--- src/design/lpd_pkg.sv ---
`timescale 1ns / 1ps

package lpd_pkg;

  localparam int HEADER_BYTES = 4;
  localparam int LEN_W        = 8 * HEADER_BYTES - 1;
  localparam int SHIFT_W      = 8 * (HEADER_BYTES - 1);
  localparam int HCOUNT_W     = $clog2(HEADER_BYTES);

  localparam logic [LEN_W-1:0]    MAX_LEN_RESET = LEN_W'(65536);
  localparam logic [HCOUNT_W-1:0] HCOUNT_LAST   = HCOUNT_W'(HEADER_BYTES - 1);

  localparam logic [1:0] KIND_PAYLOAD = 2'd0;
  localparam logic [1:0] KIND_EMPTY   = 2'd1;
  localparam logic [1:0] KIND_ERROR   = 2'd2;

  typedef enum logic [1:0] {
    PH_HEADER  = 2'd0,
    PH_PAYLOAD = 2'd1,
    PH_CLOSED  = 2'd2
  } phase_t;

  typedef struct packed {
    logic [7:0] in_byte;
    logic       new_connection;
  } in_item_t;

  typedef struct packed {
    logic [1:0] kind;
    logic [7:0] out_byte;
    logic       last;
  } out_item_t;

endpackage

--- src/design/length_prefix_deframer.sv ---
`timescale 1ns / 1ps

// Throughput: one byte per cycle, sustained, as long as the output is not stalled.
// A result reaches out_valid through the input register, then the framing logic into
// the result register.
// Reset (synchronous, rst_n low) empties both registers, returns the framer to the
// header phase and sets max_len_r to 65536.
module length_prefix_deframer (
  input  logic                          clk,
  input  logic                          rst_n,
  input  logic                          in_valid,
  output logic                          in_stall,
  input  lpd_pkg::in_item_t             in_data,
  output logic                          out_valid,
  input  logic                          out_stall,
  output lpd_pkg::out_item_t            out_data,
  input  logic                          cfg_we,
  input  logic [lpd_pkg::LEN_W-1:0]     cfg_data
);
  import lpd_pkg::*;

  logic [LEN_W-1:0]    max_len_r;
  logic                in_valid_r;
  in_item_t            in_data_r;
  logic                out_valid_r;
  out_item_t           out_data_r;

  phase_t              phase_r, phase_nxt;
  logic [HCOUNT_W-1:0] hcount_r, hcount_nxt;
  logic [SHIFT_W-1:0]  hshift_r, hshift_nxt;
  logic [LEN_W-1:0]    left_r, left_nxt;

  phase_t              ph_cur;
  logic [HCOUNT_W-1:0] hcount_cur;
  logic [SHIFT_W-1:0]  hshift_cur;
  logic [LEN_W-1:0]    left_cur;
  logic [LEN_W:0]      hdr_len;
  logic                hdr_bad;
  logic                left_last;
  logic                out_free;
  logic                fire;
  logic                res_valid;
  out_item_t           res_data;

  // The result register can take a new value when empty or being drained.
  assign out_free  = !out_valid_r || !out_stall;
  assign fire      = in_valid_r && out_free;
  assign in_stall  = in_valid_r && !out_free;
  assign out_valid = out_valid_r;
  assign out_data  = out_data_r;

  // A new-connection byte sees freshly cleared framing state.
  assign ph_cur     = in_data_r.new_connection ? PH_HEADER : phase_r;
  assign hcount_cur = in_data_r.new_connection ? '0 : hcount_r;
  assign hshift_cur = in_data_r.new_connection ? '0 : hshift_r;
  assign left_cur   = in_data_r.new_connection ? '0 : left_r;

  assign hdr_len   = {hshift_cur, in_data_r.in_byte};
  assign hdr_bad   = hdr_len[LEN_W] || (hdr_len[LEN_W-1:0] > max_len_r);
  assign left_last = (left_cur[LEN_W-1:1] == '0);

  always_comb begin
    phase_nxt  = ph_cur;
    hcount_nxt = hcount_cur;
    hshift_nxt = hshift_cur;
    left_nxt   = left_cur;
    case (ph_cur)
      PH_HEADER: begin
        if (hcount_cur != HCOUNT_LAST) begin
          hshift_nxt = {hshift_cur[SHIFT_W-9:0], in_data_r.in_byte};
          hcount_nxt = hcount_cur + 1'b1;
        end else begin
          hcount_nxt = '0;
          hshift_nxt = '0;
          if (hdr_bad) begin
            phase_nxt = PH_CLOSED;
            left_nxt  = '0;
          end else if (hdr_len[LEN_W-1:0] != '0) begin
            phase_nxt = PH_PAYLOAD;
            left_nxt  = hdr_len[LEN_W-1:0];
          end
        end
      end
      PH_PAYLOAD: begin
        if (left_last) begin
          phase_nxt = PH_HEADER;
          left_nxt  = '0;
        end else begin
          left_nxt = left_cur - 1'b1;
        end
      end
      default: begin
        phase_nxt = ph_cur;
      end
    endcase
  end

  always_comb begin
    res_valid         = 1'b0;
    res_data.kind     = KIND_PAYLOAD;
    res_data.out_byte = '0;
    res_data.last     = 1'b0;
    case (ph_cur)
      PH_HEADER: begin
        if (hcount_cur == HCOUNT_LAST) begin
          if (hdr_bad) begin
            res_valid     = 1'b1;
            res_data.kind = KIND_ERROR;
          end else if (hdr_len[LEN_W-1:0] == '0) begin
            res_valid     = 1'b1;
            res_data.kind = KIND_EMPTY;
            res_data.last = 1'b1;
          end
        end
      end
      PH_PAYLOAD: begin
        res_valid         = 1'b1;
        res_data.out_byte = in_data_r.in_byte;
        res_data.last     = left_last;
      end
      default: begin
        res_valid = 1'b0;
      end
    endcase
  end

  always_ff @(posedge clk) begin
    if (!rst_n) begin
      max_len_r   <= MAX_LEN_RESET;
      in_valid_r  <= 1'b0;
      out_valid_r <= 1'b0;
      phase_r     <= PH_HEADER;
      hcount_r    <= '0;
      hshift_r    <= '0;
      left_r      <= '0;
    end else begin
      if (cfg_we) begin
        max_len_r <= cfg_data;
      end
      if (in_valid && !in_stall) begin
        in_valid_r <= 1'b1;
      end else if (fire) begin
        in_valid_r <= 1'b0;
      end
      if (out_free) begin
        out_valid_r <= fire && res_valid;
      end
      if (fire) begin
        phase_r  <= phase_nxt;
        hcount_r <= hcount_nxt;
        hshift_r <= hshift_nxt;
        left_r   <= left_nxt;
      end
    end
  end

  always_ff @(posedge clk) begin
    if (in_valid && !in_stall) begin
      in_data_r <= in_data;
    end
    if (fire && res_valid) begin
      out_data_r <= res_data;
    end
  end

endmodule
--- config.mk ---
export PLATFORM = sky130hd
export DESIGN_NAME = length_prefix_deframer
export DESIGN_NICKNAME = d
export VERILOG_FILES = /design/src/design/lpd_pkg.sv /design/src/design/length_prefix_deframer.sv
export SDC_FILE = /design/constraint.sdc
export NUM_CORES = 1
export LEC_CHECK = 0
export BUFFER_PORTS_ARGS = -buffer_cell sky130_fd_sc_hd__clkbuf_2
export CAP_MARGIN = 20
export CORE_MARGIN = 4
export CORE_UTILIZATION = 62
export CTS_BUF_LIST = sky130_fd_sc_hd__clkbuf_8
export CTS_CLUSTER_SIZE = 12
export DETAILED_ROUTE_END_ITERATION = 7
export GPL_TIMING_DRIVEN = 0
export PLACE_DENSITY = 0.87
export SYNTH_ARGS = -nofsm -noshare
export SYNTH_HDL_FRONTEND = slang
export SYNTH_SLANG_ARGS = --single-unit
--- constraint.sdc ---
create_clock -name clk -period 4.8 [get_ports clk]
set_input_delay 0 -clock clk [delete_from_list [all_inputs] [get_ports clk]]
set_output_delay 0 -clock clk [all_outputs]
set_load 0.02 [all_outputs]
# Word-level counts from Yosys, hierarchy flattened
# Cells that the tools add are included.
totals:
  n_memories: 0
  latch_bits: 0
  input_bits: 45
  rom_bits: 0
  elab_cells: 67
  regBits: 112
  ram_bits: 0
  out_inout_bits: 13
op_classes:
  shifts: 0
  n_eq_ne: 3
  mux: 29
  order_cmp: 1
  n_bitwise: 2
  add_sub_neg: 2
  reduce_logical: 17
  mul: 0
  div_mod_pow: 0
ops:
  columns: ["op", "count"]
  rows:
  - ["31-bit 2-to-1 mux", 5]
  - ["24-bit 2-to-1 mux", 3]
  - ["31-bit one-hot mux with 2 select lines", 1]
  - ["31-bit > comparator", 1]
  - ["31-bit zero test", 1]
  - ["31-bit nonzero test", 1]
  - ["31-bit by 1-bit subtractor with 31-bit output (second input constant)", 1]
  - ["30-bit zero test", 1]
  - ["2-bit 2-to-1 mux", 9]
  - ["1-bit 2-to-1 mux", 8]
  - ["1-bit logical AND", 4]
  - ["1-bit zero test", 4]
  - ["1-bit one-hot mux with 2 select lines", 2]
  - ["2-bit one-hot mux with 2 select lines", 1]
  - ["3-bit OR reduction", 1]
  - ["2-bit by 1-bit adder with 2-bit output (second input constant)", 1]
  - ["2-bit by 1-bit == test with 1-bit output (second input constant)", 1]
  - ["2-bit == test (second input constant)", 1]
  - ["2-bit zero test", 1]
  - ["1-bit logical OR", 2]
  - ["2-bit != test (second input constant)", 1]
  - ["1-bit inverter", 2]
  - ["2-bit AND reduction", 1]
  - ["2-bit nonzero test", 1]

# Logic depth before layout (Yosys ltp)
# Gate-level depths: netlist of run 1.
logic_depth:
  depth_word: 7
  mapped_depth: 17
  ltp_nobuf: 10

# Worst setup path before layout of run 1
# OpenSTA, ideal clock, no wires.
synth_timing:
  kind: "register -> register"
  startpoint: "register in_data_r[0] in the netlist's numbering"
  endpoint: "register out_data_r, in the netlist out_data[0], enable pin"
  setup_time_ns: 0.347
  t_arrival_ns: 4.077
  path_stages_with_launch: 16
  setup_slack_ns: 0.376
  path_buffers: 6
  synth_period_minus_slack_ns: 4.424
  t_required_ns: 4.453
  cell_sequence: "edfxtp_1 > buf_4 > clkbuf_1 > clkbuf_1 > clkbuf_1 > buf_1 > clkbuf_1 > nor2b_1 > ha_1 > and4_1 > nand4_1 > or4b_1 > a311oi_1 > nor2_1 > a21oi_1 > o21a_1"
synth_via:
  elab_chain_cells: 7
  word_cells_on_any_way: 14
  cone_classes: "1 x order compare; 2 x eq/ne; 7 x mux; 4 x reduce/logical"
synth_rtl:
  columns: ["item", "line", "rtl"]
  rows:
  - ["from (decl)", "length_prefix_deframer.sv:24", "in_item_t in_data_r;"]
  - ["from (signal assigned)", "length_prefix_deframer.sv:159", "in_data_r <= in_data;"]
  - ["24-bit 2-to-1 mux", "length_prefix_deframer.sv:55", "assign hshift_cur = in_data_r.new_connection ? '0 : hshift_r;"]
  - ["31-bit > comparator or 31-bit zero test (tied branches)", "length_prefix_deframer.sv:59, length_prefix_deframer.sv:109", null]
  - ["1-bit logical OR or 1-bit 2-to-1 mux (tied branches)", "length_prefix_deframer.sv:59, length_prefix_deframer.sv:109", null]
  - ["1-bit 2-to-1 mux", "length_prefix_deframer.sv:106", "if (hdr_bad) begin"]
  - ["1-bit 2-to-1 mux", "length_prefix_deframer.sv:105", "if (hcount_cur == HCOUNT_LAST) begin"]
  - ["1-bit one-hot mux with 2 select lines *", "length_prefix_deframer.sv:103", "case (ph_cur)"]
  - ["1-bit logical AND *", "length_prefix_deframer.sv:161", "if (fire && res_valid) begin"]
  - ["to (signal assigned)", "length_prefix_deframer.sv:162", "out_data_r <= res_data;"]
  - ["to (decl)", "length_prefix_deframer.sv:26", "out_item_t out_data_r;"]
# Every way passes the cells marked *; elsewhere a longest branch is shown, timed or not.
# A chain may end at the register's enable or synchronous reset.

# Worst setup path in the final report of run 1
layout_timing:
  startpoint: "register in_data_r[0] in the netlist's numbering"
  endpoint: "register out_data_r, in the netlist out_data[8], enable pin"
# Same word-level chain as after synthesis.

==> results of run 1 <==
registers in the layout, summed over array words and instances, names as in the netlist:
name        flops
hshift_r       24
out_data       11
hdr_len         8
hcount_r        2
left_r         31
out_valid       1
max_len_r      31
in_data_r       1
phase_r         2
in_valid_r      1
tightest hold or removal path, stage by stage:
cell and delay (ns):
clkbuf_1 0.29, o21ai_0 0.18, a31oi_1 0.05
what timing repair did:
item                                   in CTS  in global routing
hold buffers                               44                  0
endpoints found under the hold margin      51                  0
setup endpoints to repair                  48                 11
gates resized for setup                     5                  2
pin swaps                                   0                  0
worst paths after layout:
path	end	slack (ns)
setup / recovery	out_data[8]$_SDFFCE_PN0P_	0.47
hold / removal	left_r[2]$_SDFFE_PN0P_	0.12
setup reg to reg	out_data[8]$_SDFFCE_PN0P_	0.47
hold reg to reg	hshift_r[23]$_SDFFE_PN0P_	0.48
area by class of cell:
cell class	instances	area (µm²)	area share [%]
flip-flops and latches	112	2440	31.4
plain buffers	51	219	2.81
clock buffers	9	124	1.59
multi-input cells	598	3910	50.2
repair buffers	99	716	9.19
well taps	136	170	2.18
clock inverters	7	72.6	0.932
inverters	37	139	1.78
power by group:
part	switching (mW)	internal [mW]	total, mW
logic	0.225	0.168	0.393
clock network	0.388	0.203	0.592
registers	0.0524	0.996	1.05
total	0.665	1.37	2.03
layout by cell type (no fill, tap or decap), drive strengths merged, types with 3 or more instances in the layout:
master,n
and2,11
nor3b,4
mux2i,33
nand3,52
a22o,4
nand4,6
a31oi,34
inv,39
xor2,6
a21boi,22
a311oi,3
clkbuf,102
nor2b,66
nor3,17
and4,3
nor2,36
buf,13
and3,3
nand3b,6
xnor2,9
dfxtp,92
nand2b,7
dlygate4sd3,44
o21ai,64
mux2,19
clkinv,4
a21o,4
o21a,8
a21oi,25
nand2,76
nor4,16
edfxtp,20
ha,29
or3,3
a41oi,3
metal layers:
metal	up-vias	global-route usage, %
met1	3155	44.1
met5	-	0
li1	3069	-
met4	0	17.1
met3	93	8.10
met2	448	55.1
kinds of logic (layout without fill, tap and decap cells):
family / count (synthesis) / in the layout / share of synthesized area (%)
multiplexers: 52 / 52 / 8.12
XOR/XNOR: 15 / 15 / 1.96
AND/OR/NAND/NOR: 315 / 315 / 24.9
AO/OA/AOI/OAI: 185 / 185 / 17.4
buffers and inverters: 91 / 203 / 5.45
adder cells (fa/ha/maj): 31 / 31 / 5.71
flip-flops: 112 / 112 / 36.4
==> results by group, run 1 <==
Synth
  • Syn nets: between 800 and 900
  • Syn Inst Count: around 800
  • Register area share after synthesis: between 30% and 40%
  • Yosys top cell by area: dfxtp_1
  • Post-synth EDFFs: 20
  • Ranking of synthesized cells by area: dfxtp_1, edfxtp_1, nor2b_1
  • Commonest cells in the synthesized netlist: dfxtp_1, nand2_1, nor2b_1
  • Seq cells post-synth: 112
  • Fraction of registers with async set/reset: 0%
  • Ys Warns: 0
  • Share of the synthesized area in the top cell type: a little over a quarter
  • Most common cell in the netlist: dfxtp_1
  • Top FF cell, synth: dfxtp_1
  • Avg Cell Area, Syn: 8.37 µm²
  • Yosys cell types: 63
  • Mapped Area: ~6700 µm²

Worst setup path
  • Crit-path max FO: 36
  • Worst-path cell chain: buf_4, buf_2, clkbuf_2, nor2b_1, ha_1, and4_1, nand4_1, or4b_1, and4bb_1, a21oi_1, nor2_1, a21oi_1, o21a_2
  • Slowest-stage cell, CP: or4b_1
  • Most frequent CP cell: a21oi_1
  • R2R cell count: 13
  • Crit path launch type: register
  • Critical path origin: in_data_r[0]$_DFFE_PP_
  • Setup CP Type: reg -> reg
  • CP Capture Type: register
  • Crit path max-delay family: simple AND/OR/NAND/NOR gates
  • Crit path depth: 13
  • R2r startpoint: in_data_r[0]$_DFFE_PP_
  • Worst Path Buf+Inv: 3
  • Worst EP required: 4.96 ns
  • Crit-path max cell delay: around 0.60 ns
  • CP arrival: 4.49 ns

Route
  • Met1 WL: 8.28 mm
  • DR WL met2: 9.79 mm
  • 1st-pass router iterations: 6
  • Vias: slightly below 7000
  • Initial DRC Count: between 600 and 700
  • Met3 WL: roughly 2.1 mm
  • Max layer used: met4
  • DRT Wirelength: approximately 21 mm
  • Vias per cell: 6.45
  • Antenna-violating nets left: 0
  • # DRC: 0
  • Wire length per cell: about 20 µm

CTS
  • Worst-path clk slew: 0.14 ns
  • CTS tree: yes
  • Clock buffer depth: 2
  • Total CTS buffers: 9
  • Sink Count: approximately 110
  • Clk root buf: clkbuf_8
  • Clock latency on the worst-skew pair: 0.43 ns
  • H-tree Lvls: 3
  • Post-CTS Setup Inserts: 0

Finish
  • Post-route cell area: 7790 µm²
  • Finished Layout Cells: 1049
  • Final Util: 74.8%
  • Layout area overhead: 16.1%
  • Antenna Cells: 0
  • Share of layout cells above drive strength 1: 11.9%
  • # fillers: about 770
  • Final nets: between 900 and 1000

Floorplan
  • Die Ht: 112 µm
  • Starting Density: 64.4%
  • # IOs: 58
  • Die Footprint: between 10000 and 15000 µm²
  • Std-Cell Rows: 37
  • Core ar.: around 10000 µm²
  • Die X: 112 µm

Place
  • Placed insts: 992
  • # port buffers: 55
  • GP Congestion: just over 1
  • DP HPWL: about 15 mm
  • DP Area: 7150 µm²
  • Pre-CTS WS: -1.43 ns

Hold path
  • Worst hold path type: in -> reg
  • Hold Path Stages: 3
  • Worst Min Path Start: rst_n

Power
  • Pwr per Cell Area: ~260 nW/µm²
  • Leak Pwr: 2.98 nW
  • Power consumption: roughly 2.0 mW
  • Peak supply drop: between 0.0002 and 0.0003 V

Global route
  • First-pass GRT wire length: 34.7 mm
  • Initial antenna violation count: 0
  • Vias in the first global route: 6770
  • Gr usage total: between 30% and 40%
  • Pin count of the biggest net entering global routing: 22
  • Overflow after GRT: 0

Run status
  • Status: complete, no violations

STA
  • Final Setup Violations: 0
  • Slew @ Worst Pin: 0.875 ns
  • RSZ-0062 raised after global routing: false
  • Clock Skew: 0.0243 ns
  • Shortest period the worst path allows: 4.33 ns
  • Setup slack after layout: ~0.47 ns
  • FMAX: roughly 0.23 GHz
  • Setup TNS Final: 0 ns
  • Final period utilization: 90.1%
  • Max transition margin: about two fifths
  • Hold_ws: 0.124 ns
  • Final Hold Viols: 0
  • Final-report max-slew violation count: 0

Flow run
  • MaxCap Viol Count: 0
Power figures use the tool's default switching activity.
==> run 2: changes to the inputs <==
--- a/config.mk
+++ b/config.mk
@@ -8,12 +8,10 @@
 export BUFFER_PORTS_ARGS = -buffer_cell sky130_fd_sc_hd__clkbuf_2
 export CAP_MARGIN = 20
 export CORE_MARGIN = 4
-export CORE_UTILIZATION = 62
-export CTS_BUF_LIST = sky130_fd_sc_hd__clkbuf_8
+export CORE_UTILIZATION = 60
 export CTS_CLUSTER_SIZE = 12
 export DETAILED_ROUTE_END_ITERATION = 7
-export GPL_TIMING_DRIVEN = 0
-export PLACE_DENSITY = 0.87
+export PLACE_DENSITY = 0.85
 export SYNTH_ARGS = -nofsm -noshare
 export SYNTH_HDL_FRONTEND = slang
 export SYNTH_SLANG_ARGS = --single-unit
==> run 2 against run 1 <==
  * Global-route usage shrank 5.5 points
  * Clock skew shrank 0.015 ns
  * Die area grew 3.1%
  * First-iteration DRC count grew 0.57%
  * Non-clock buffer count shrank 39
  * Clock power shrank 4.1%
  * Worst hold slack gained 0.14 ns
  * Total power shrank 2.2%
  * Utilization shrank 4.5 points
  * Via count shrank 5.9%
  * Sequential power is essentially flat
==> results by group, run 2 (synthesized netlist as in run 1, its figures left out) <==
STA
  • Final-report max-slew violation count: 0 (unchanged)
  • Setup TNS Final: 0 ns (unchanged)
  • Final Hold Viols: 0 (unchanged)
  • RSZ-0062 raised after global routing: false
  • Max transition margin: 32.8% (-8.1 points)
  • Setup slack after layout: 1.03 ns (+0.556 ns)
  • Shortest period the worst path allows: 3.77 ns (-0.556 ns)
  • Slew @ Worst Pin: 1.01 ns (+0.133 ns)
  • Hold_ws: 0.260 ns (+0.136 ns)
  • Final Setup Violations: 0 (unchanged)
  • Final period utilization: 78.5% (-12 points)
  • Clock Skew: 0.00885 ns (-0.0155 ns)
  • FMAX: 0.265 GHz (+15%)

Route
  • Vias: 6363 (-5.9%)
  • DRT Wirelength: 18.3 mm (-14%)
  • Antenna-violating nets left: 0 (unchanged)
  • Vias per cell: 6.28 (-2.7%)
  • # DRC: 0 (unchanged)
  • Wire length per cell: 18.0 µm (-11%)
  • 1st-pass router iterations: 6 (unchanged)
  • Initial DRC Count: 702 (+0.57%)

Floorplan
  • Core ar.: 10900 µm² (+4.5%)
  • Die Ht: 114 µm (+1.5%)
  • Starting Density: 61.6% (-2.8 points)
  • Std-Cell Rows: 38 (+2.7%)
  • Die X: 114 µm (+1.5%)
  • # IOs: 58 (unchanged)
  • Die Footprint: 12900 µm² (+3.1%)

CTS
  • CTS tree: yes
  • Sink Count: 112 (unchanged)
  • Total CTS buffers: 9 (unchanged)
  • H-tree Lvls: 3 (unchanged)
  • Clock latency on the worst-skew pair: 0.39 ns (-0.04 ns)
  • Clock buffer depth: 2 (unchanged)
  • Worst-path clk slew: 0.10 ns (-0.04 ns)
  • Clk root buf: clkbuf_8

Worst setup path
  • Setup CP Type: reg -> reg
  • Crit path max-delay family: compound AO/OA/AOI/OAI gates
  • Slowest-stage cell, CP: a311oi_1
  • Worst Path Buf+Inv: 1 (-2)
  • Worst-path cell chain: buf_4, nor2b_1, ha_1, and4_1, nand4_1, or4b_1, a311oi_1, nor2_1, a21oi_1, o21a_1
  • Crit path launch type: register
  • Crit-path max FO: 30 (-17%)
  • Worst EP required: 4.84 ns (-0.12 ns)
  • CP arrival: 3.81 ns (-0.68 ns)
  • CP Capture Type: register
  • Crit-path max cell delay: 0.66 ns (+0.06 ns)

Finish
  • Most common cell after layout, fill and taps aside: dfxtp_1
  • Layout area overhead: 14.2%
  • Antenna Cells: 0 (unchanged)
  • Commonest cells after routing, fill and taps aside: dfxtp_1, nand2_1, nor2b_1
  • Final Util: 70.3% (-4.5 points)
  • Final nets: 943 (-4.0%)
  • Share of layout cells above drive strength 1: 12.7% (+0.76 points)
  • Largest regs: left_r (31), max_len_r (31), hshift_r (24)

Place
  • DP HPWL: 11.9 mm (-19%)
  • GP Congestion: 0.969 (-5.5%)
  • # port buffers: 57 (+3.6%)
  • Pre-CTS WS: 1.08 ns (+2.51 ns)

Global route
  • Vias in the first global route: 6357 (-6.1%)
  • Initial antenna violation count: 0 (unchanged)
  • Pin count of the biggest net entering global routing: 93 (+320%)
  • Overflow after GRT: 0 (unchanged)
  • First-pass GRT wire length: 30.6 mm (-12%)
  • Gr usage total: 29.1% (-5.5 points)

Power
  • Leak Pwr: 2.94 nW (-1.3%)
  • Power consumption: 1.99 mW (-2.2%)
  • Pwr per Cell Area: 260 nW/µm² (-0.53%)
  • Peak supply drop: 0.000253 V (-6.3%)

Hold path
  • Worst hold path type: in -> reg

Run status
  • Status: complete, no violations

Flow run
  • MaxCap Viol Count: 0 (unchanged)
[run 2: cell count changes in the layout (fill, tap and decap cells not counted), sizes merged]
cell,change
buf,-2
bufinv,+1
clkbuf,-34
clkinv,-1
clkinvlp,+1
dlygate4sd3,-2
inv,-2
[run 2: per-stage QoR]
step	cells	cell area [µm²]
global route	1014	7660
finish	1014	7660
CTS	1012	7640
global placement	954	7030
floorplan	801	6710
detailed placement	954	7030
[run 2: path summary, 6_finish.rpt]
| check | cells past startpoint | startpoint | slack, ns | end |
|---|---|---|---|---|
| worst max-delay path | 10 | in_data_r[0]$_DFFE_PP_ | 1.03 | out_data[3]$_SDFFCE_PN0P_ |
| worst min-delay path | 3 | rst_n | 0.26 | in_valid_r$_SDFFE_PN0P_ |
| worst max register to register | 10 | in_data_r[0]$_DFFE_PP_ | 1.03 | out_data[3]$_SDFFCE_PN0P_ |
| worst min register to register | 2 | hcount_r[1]$_SDFFE_PN0P_ | 0.48 | hcount_r[1]$_SDFFE_PN0P_ |
[run 2: timing repair]
item | in CTS | in global routing
hold buffers | 42 | 0
setup buffers | 0 | 0
gates resized for setup | 0 | 0
endpoints found under the hold margin | 42 | 0
[run 2: area by class of cell]
cell class                 count  area (µm²)
multi-input combinational    598        3920
fill                         777        3230
sequential                   112        2440
timing repair buffer         111         797
tap                          140         175
inverter                      37         139
clock buffer                  10         128
clock inverter                 6        60.1
[run 2: power by group]
| group | total (mW) | internal [mW] | switching (mW) |
|---|---|---|---|
| Clock | 0.568 | 0.239 | 0.329 |
| Sequential | 1.05 | 0.996 | 0.0516 |
| Combinational | 0.373 | 0.165 | 0.208 |
[run 2: worst min-delay path, cell delays in order]
cell and delay [ns]:
clkbuf_2 0.08, buf_4 0.32, o21a_1 0.21
[run 2: layer usage]
metal	vias up	share of wire [%]	wire length, µm	track usage, %
met2	337	48	8720	48.7
met5	-	0	0	0
met1	2972	41	7410	36.5
met4	0	3.4	614	12.3
met3	59	8.3	1510	5.89
li1	2995	-	-	-
